<file path="config.mk">
export PLATFORM = sky130hd
export DESIGN_NAME = rau_ctrl
export DESIGN_NICKNAME = d
export VERILOG_FILES = /design/src/rtl/rau_pkg.sv /design/src/rtl/rau_ctrl.sv
export SDC_FILE = /design/constraint.sdc
export NUM_CORES = 1
export LEC_CHECK = 0
export BUFFER_PORTS_ARGS = -buffer_cell sky130_fd_sc_hd__buf_2
export CAP_MARGIN = 20
export CORE_AREA = 2 2 39 41
export DETAILED_ROUTE_END_ITERATION = 6
export DIE_AREA = 0 0 41 43
export GPL_ROUTABILITY_DRIVEN = 0
export PLACE_DENSITY_LB_ADDON = 0.2
export SKIP_CTS_REPAIR_TIMING = 1
export SLEW_MARGIN = 20
export SYNTH_ARGS = -nofsm -noshare
export SYNTH_HDL_FRONTEND = slang
export SYNTH_SLANG_ARGS = --single-unit
</file>
<file path="constraint.sdc">
create_clock -name clk_i -period 2.1 [get_ports clk_i]
set_clock_uncertainty 0.15 [all_clocks]
set_input_delay 0.315 -clock clk_i [delete_from_list [all_inputs] [get_ports clk_i]]
set_output_delay 0.315 -clock clk_i [all_outputs]
set_load 0.1 [all_outputs]
</file>
<file path="src/rtl/rau_pkg.sv">
// rau_pkg: shared types and constants of the rational arithmetic unit
// controller state, operation codes and the command/status structs
// used by rau_ctrl, rau_datapath and rational_arithmetic_unit
package rau_pkg;

  localparam int unsigned WIDE = 64;  // intermediate numerator/denominator width
  localparam int unsigned MULW = 33;  // signed multiplier operand width
  localparam int unsigned KW   = 7;   // common power-of-two count
  localparam int unsigned CNTW = 6;   // divide bit counter

  typedef enum logic [1:0] {
    ACT_ADD,
    ACT_SUB,
    ACT_MUL,
    ACT_DIV
  } action_e;

  typedef enum logic [3:0] {
    ST_IDLE,
    ST_MUL0,
    ST_MUL1,
    ST_MUL2,
    ST_SUM,
    ST_MAG,
    ST_GCD,
    ST_DIV,
    ST_FIN
  } state_e;

  typedef enum logic [1:0] {
    MSTEP_T1,
    MSTEP_T2,
    MSTEP_DEN
  } mul_step_e;

  typedef enum logic [1:0] {
    RES_NORM,
    RES_ZERO,
    RES_ERR
  } res_kind_e;

  typedef struct packed {
    logic      load;
    logic      mul_en;
    mul_step_e mul_step;
    logic      sum_en;
    logic      mag_en;
    logic      gcd_step;
    logic      div_init;
    logic      div_step;
    logic      out_load;
    res_kind_e res_kind;
  } cmd_t;

  typedef struct packed {
    logic err;
    logic num_zero;
    logic gcd_done;
    logic div_last;
  } status_t;

endpackage

</file>
<file path="src/rtl/rau_ctrl.sv">
// rau_ctrl: sequencer of the rational arithmetic unit
// steps the datapath through multiply, reduce and divide phases
// depends on rau_pkg
module rau_ctrl (
  input  logic             clk_i,
  input  logic             rst_ni,
  input  logic             in_valid_i,
  output logic             in_ready_o,
  input  logic             out_ready_i,
  output logic             out_valid_o,
  input  rau_pkg::status_t status_i,
  output rau_pkg::cmd_t    cmd_o
);

  rau_pkg::state_e    state_q, state_d;
  rau_pkg::res_kind_e kind_q, kind_d;
  logic               out_valid_q, out_valid_d;
  logic               out_free;

  assign out_free    = !out_valid_q || out_ready_i;
  assign in_ready_o  = (state_q == rau_pkg::ST_IDLE);
  assign out_valid_o = out_valid_q;

  always_comb begin
    state_d = state_q;
    kind_d  = kind_q;
    unique case (state_q)
      rau_pkg::ST_IDLE: if (in_valid_i) state_d = rau_pkg::ST_MUL0;
      rau_pkg::ST_MUL0: begin
        if (status_i.err) begin
          kind_d  = rau_pkg::RES_ERR;
          state_d = rau_pkg::ST_FIN;
        end else begin
          state_d = rau_pkg::ST_MUL1;
        end
      end
      rau_pkg::ST_MUL1: state_d = rau_pkg::ST_MUL2;
      rau_pkg::ST_MUL2: state_d = rau_pkg::ST_SUM;
      rau_pkg::ST_SUM:  state_d = rau_pkg::ST_MAG;
      rau_pkg::ST_MAG: begin
        if (status_i.num_zero) begin
          kind_d  = rau_pkg::RES_ZERO;
          state_d = rau_pkg::ST_FIN;
        end else begin
          kind_d  = rau_pkg::RES_NORM;
          state_d = rau_pkg::ST_GCD;
        end
      end
      rau_pkg::ST_GCD: if (status_i.gcd_done) state_d = rau_pkg::ST_DIV;
      rau_pkg::ST_DIV: if (status_i.div_last) state_d = rau_pkg::ST_FIN;
      rau_pkg::ST_FIN: if (out_free) state_d = rau_pkg::ST_IDLE;
      default: state_d = rau_pkg::ST_IDLE;
    endcase
  end

  always_comb begin
    cmd_o          = '0;
    cmd_o.mul_step = rau_pkg::MSTEP_T1;
    cmd_o.res_kind = kind_q;
    unique case (state_q)
      rau_pkg::ST_IDLE: cmd_o.load = in_valid_i;
      rau_pkg::ST_MUL0: cmd_o.mul_en = 1'b1;
      rau_pkg::ST_MUL1: begin
        cmd_o.mul_en   = 1'b1;
        cmd_o.mul_step = rau_pkg::MSTEP_T2;
      end
      rau_pkg::ST_MUL2: begin
        cmd_o.mul_en   = 1'b1;
        cmd_o.mul_step = rau_pkg::MSTEP_DEN;
      end
      rau_pkg::ST_SUM: cmd_o.sum_en = 1'b1;
      rau_pkg::ST_MAG: cmd_o.mag_en = 1'b1;
      rau_pkg::ST_GCD: begin
        cmd_o.gcd_step = !status_i.gcd_done;
        cmd_o.div_init = status_i.gcd_done;
      end
      rau_pkg::ST_DIV: cmd_o.div_step = 1'b1;
      rau_pkg::ST_FIN: cmd_o.out_load = out_free;
      default: cmd_o = '0;
    endcase
  end

  always_comb begin
    out_valid_d = out_valid_q;
    if (cmd_o.out_load) begin
      out_valid_d = 1'b1;
    end else if (out_ready_i) begin
      out_valid_d = 1'b0;
    end
  end

  always_ff @(posedge clk_i or negedge rst_ni) begin
    if (!rst_ni) begin
      state_q     <= rau_pkg::ST_IDLE;
      kind_q      <= rau_pkg::RES_NORM;
      out_valid_q <= 1'b0;
    end else begin
      state_q     <= state_d;
      kind_q      <= kind_d;
      out_valid_q <= out_valid_d;
    end
  end

endmodule

</file>
Word level (Yosys, flattened, before mapping):

Index checks and enable logic that the tools add are counted.

* flip-flop bits (word level): 7
* input bits: 8
* output and inout bits: 14
* logic and storage cells: 47

* equal/unequal tests: 13
* muxes and demuxes: 21
* reductions and logical operators: 10

Operators by type and width (count)
* case mux 4 bit (9 select lines): 1
* 2-to-1 mux 4 bit: 6
* equality test 4 x 3 -> 1 bit (second input constant): 4
* != test 2 bit (second input constant): 5
* 2-to-1 mux 1 bit: 9
* OR reduction 9 bit: 1
* equality test 4 x 2 -> 1 bit (second input constant): 2
* case mux 2 bit (2 select lines): 2
* 2-to-1 mux 2 bit: 3
* equality test 4 x 1 -> 1 bit (second input constant): 1
* equality test 4 bit (second input constant): 1
* zero test 4 bit: 1
* AND reduction 4 bit: 1
* nonzero test 2 bit: 2
* OR reduction 3 bit: 1
* zero test 1 bit: 2
* AND reduction 2 bit: 1
* logical OR 1 bit: 1

Logic depth before layout (Yosys ltp):

* depth in word-level cells: 4
* gate-level depth with buffers: 5

Least setup slack after synthesis:

No wires, ideal clock.

* path kind: register to output
* start point: register state_q[1]
* end point: output cmd_o[11] in the netlist's numbering
* arrival time: 4.565 ns
* data required time: 1.635 ns
* path slack: -2.930 ns
* stages on the path, launching flop included: 4
* path buffers: 1
* cell sequence: dfrtp_1 buf_2 nor4_1 and2_1

RTL lines
* start, declared: RTL line rau_ctrl.sv:15 `rau_pkg::state_e state_q, state_d;`
* start signal, assigned: RTL line rau_ctrl.sv:94 `state_q <= rau_pkg::ST_IDLE;`
* start signal, assigned: RTL line rau_ctrl.sv:98 `state_q <= state_d;`
* end, declared: RTL line rau_ctrl.sv:12 `output rau_pkg::cmd_t cmd_o`

==> results.tsv <==
stage	metric	value	unit
outcome	status	finished, final reports clean	
place	dp_slack	280	ps
critical_path	crit_required	1630	ps
floorplan	dieHeight	43	um
synthesis	ys_types	28	
floorplan	die_area	1760	um^2
global_routing	grt_pass1_vias	463	
place	dp_hpwl	964	um
synthesis	syn_area	490	um^2
synthesis	synth-compound-area-share	0.235	
synthesis	synth.avg_cell_area	8.17	um^2
global_routing	grt_use_total	0.164	
drt	wl_per_cell	11.5	um
drt	vias	523	
timing	rsz0062_at_grt	false	
synthesis	syn_nets	68	
synthesis	synth_adder_area_share	0	
drt	drt_first_pass_iters	4	
critical_path	cp-end-kind	output pin	
critical_path	path_class	reg2out	
synthesis	yosysWarnings	0	
timing	tightest_slew	494	ps
synthesis	synth_top_family_by_area	simple AND/OR/NAND/NOR gates	
critical_path	start_kind	flop	
global_routing	overflow	0	
floorplan	fp-row-count	14	
final_layout	area_growth	87.5	%
drt	drc	0	
floorplan	io_pins	22	
floorplan	dieWidth	41	um
drt	drtIter0Drc	14	
timing	fin_crit	2010	ps
clocking	numCtsBuffers	3	
final_layout	diodes	0	
final_layout	drive_gt1_frac	0.518	
timing	period_share	0.959	
synthesis	seq_area_frac_synth	0.357	
synthesis	yosys.area_share.simple	0.347	
timing	slew_viol_final	0	
clocking	clk_pin_slew	50	ps
global_routing	grt_pass1_wl	1950	um
drt	routed_wirelength	1160	um
timing	fmax	0.496	GHz
final_layout	layout.nets	94	
worst_hold_path	hold_class	in2reg	
synthesis	synth-xor-area-share	0	
timing	hold_violations	0	
critical_path	crit_fanout	8	
timing	setup_ws	85.5	ps
floorplan	start_util	0.354	
synthesis	synthCells	60	
clocking	clock_sinks	7	
clocking	clockBufferDepth	2	
timing	max-slew-margin-rel	0.670	
clocking	clock_latency	240	ps
synthesis	ys_ff_latch	7	
flow_run	drv_cap	0	
clocking	tritoncts	yes	
clocking	cts_htree_levels	1	
global_routing	grt_max_degree	16	
timing	setup_viol_count_final	0	
drt	ant_nets	0	
global_routing	antenna_found_initial	0	
clocking	cts_root_buf	clkbuf_4	
synthesis	muxShareOfSynthArea	0	
place	io_buffers	21	
drt	routed_via_density	5.18	
critical_path	arrival	1550	ps
floorplan	core_area	1380	um^2
## cell usage in the layout, fill, tap and decap left out, types with 2 or more instances in the layout
cell type,instances
nand2_1,6
dfrtp_1,7
buf_12,12
a21boi_4,2
clkbuf_4,3
nor3_2,3
nor2_1,3
buf_2,9
nand2b_1,4
nor2_2,4
a21oi_1,4
buf_4,4
## logic make-up after synthesis
family | after synthesis
buf+inv | 6
compound gates | 15
simple gates | 32
flops | 7
## synthesized netlist by cell type
cell type  n  area share
dfrtp_1    7        0.36
nor2_1     7       0.054
nand2_1    6       0.046
nand2b_1   5       0.064
nor3_1     5       0.051
a21oi_1    4       0.041
buf_2      3       0.031
a21boi_0   2       0.031
or3_1      2       0.026
a21o_1     1       0.015
a22o_1     1       0.018
a311o_1    1       0.020
and2_1     1       0.013
and3_1     1       0.013
buf_4      1       0.015
clkbuf_1   1      0.0076
inv_1      1      0.0076
nand3b_1   1       0.015
nand4b_1   1       0.018
nand4bb_1  1       0.023
nor4_1     1       0.013
o2111ai_1  1       0.018
o21ai_0    1       0.010
o221ai_2   1       0.031
o2bb2ai_1  1       0.018
o31ai_1    1       0.015
o32ai_1    1       0.018
or2_2      1       0.013
## registers in the layout, indices dropped and copies added (netlist names)
name / count
kind_q: 2
out_valid_o: 1
state_q: 4
## stage by stage
stage,cell area [um^2],instances,utilization,hold WS [ps],TNS [ps]
CTS,902,100,0.652,-269,0
floorplan,579,60,-,-131,-1600
global placement,876,96,0.633,-3.48,0
finish,920,101,0.665,194,0
global route,920,101,0.665,194,0
detailed placement,876,96,0.633,-2.50,0
## worst paths after layout
| path | start | to | slack (ps) | cells past startpoint |
|---|---|---|---|---|
| worst max-delay path | state_q[1] | cmd_o[2] | 90 | 4 |
| worst min-delay path | status_i[2] | kind_q[0] | 190 | 2 |
| worst max register to register | state_q[3] | state_q[2] | 330 | 4 |
| worst min register to register | kind_q[1] | kind_q[1] | 360 | 2 |
| max in group asynchronous | rst_ni | out_valid_o | 1380 | 2 |
| min in group asynchronous | rst_ni | kind_q[0] | 280 | 2 |
## layout make-up
| cell class | instances | area (um^2) |
|---|---|---|
| inverter | 1 | 3.75 |
| multi-input combinational | 47 | 369 |
| clock buffer | 4 | 26.3 |
| sequential | 7 | 175 |
| fill | 116 | 464 |
| tap | 16 | 20.0 |
| timing repair buffer | 26 | 325 |
## per-layer routing
layer,track usage,share of wire,vias to the layer above
met5,0,0,-
met4,0.100,0,0
met3,0.0314,0.038,0
met2,0.231,0.52,11
met1,0.224,0.45,244
li1,-,-,268
## worst max-delay path: stages (launching register included)
cell and delay, ps:
dfrtp_1 450, buf_4 200, nor3_1 230, and3_1 240
buf_12 180
Power is left out: the tool's default activity adds up to more than one toggle a clock period on the data nets, which glitch-free logic cannot reach.
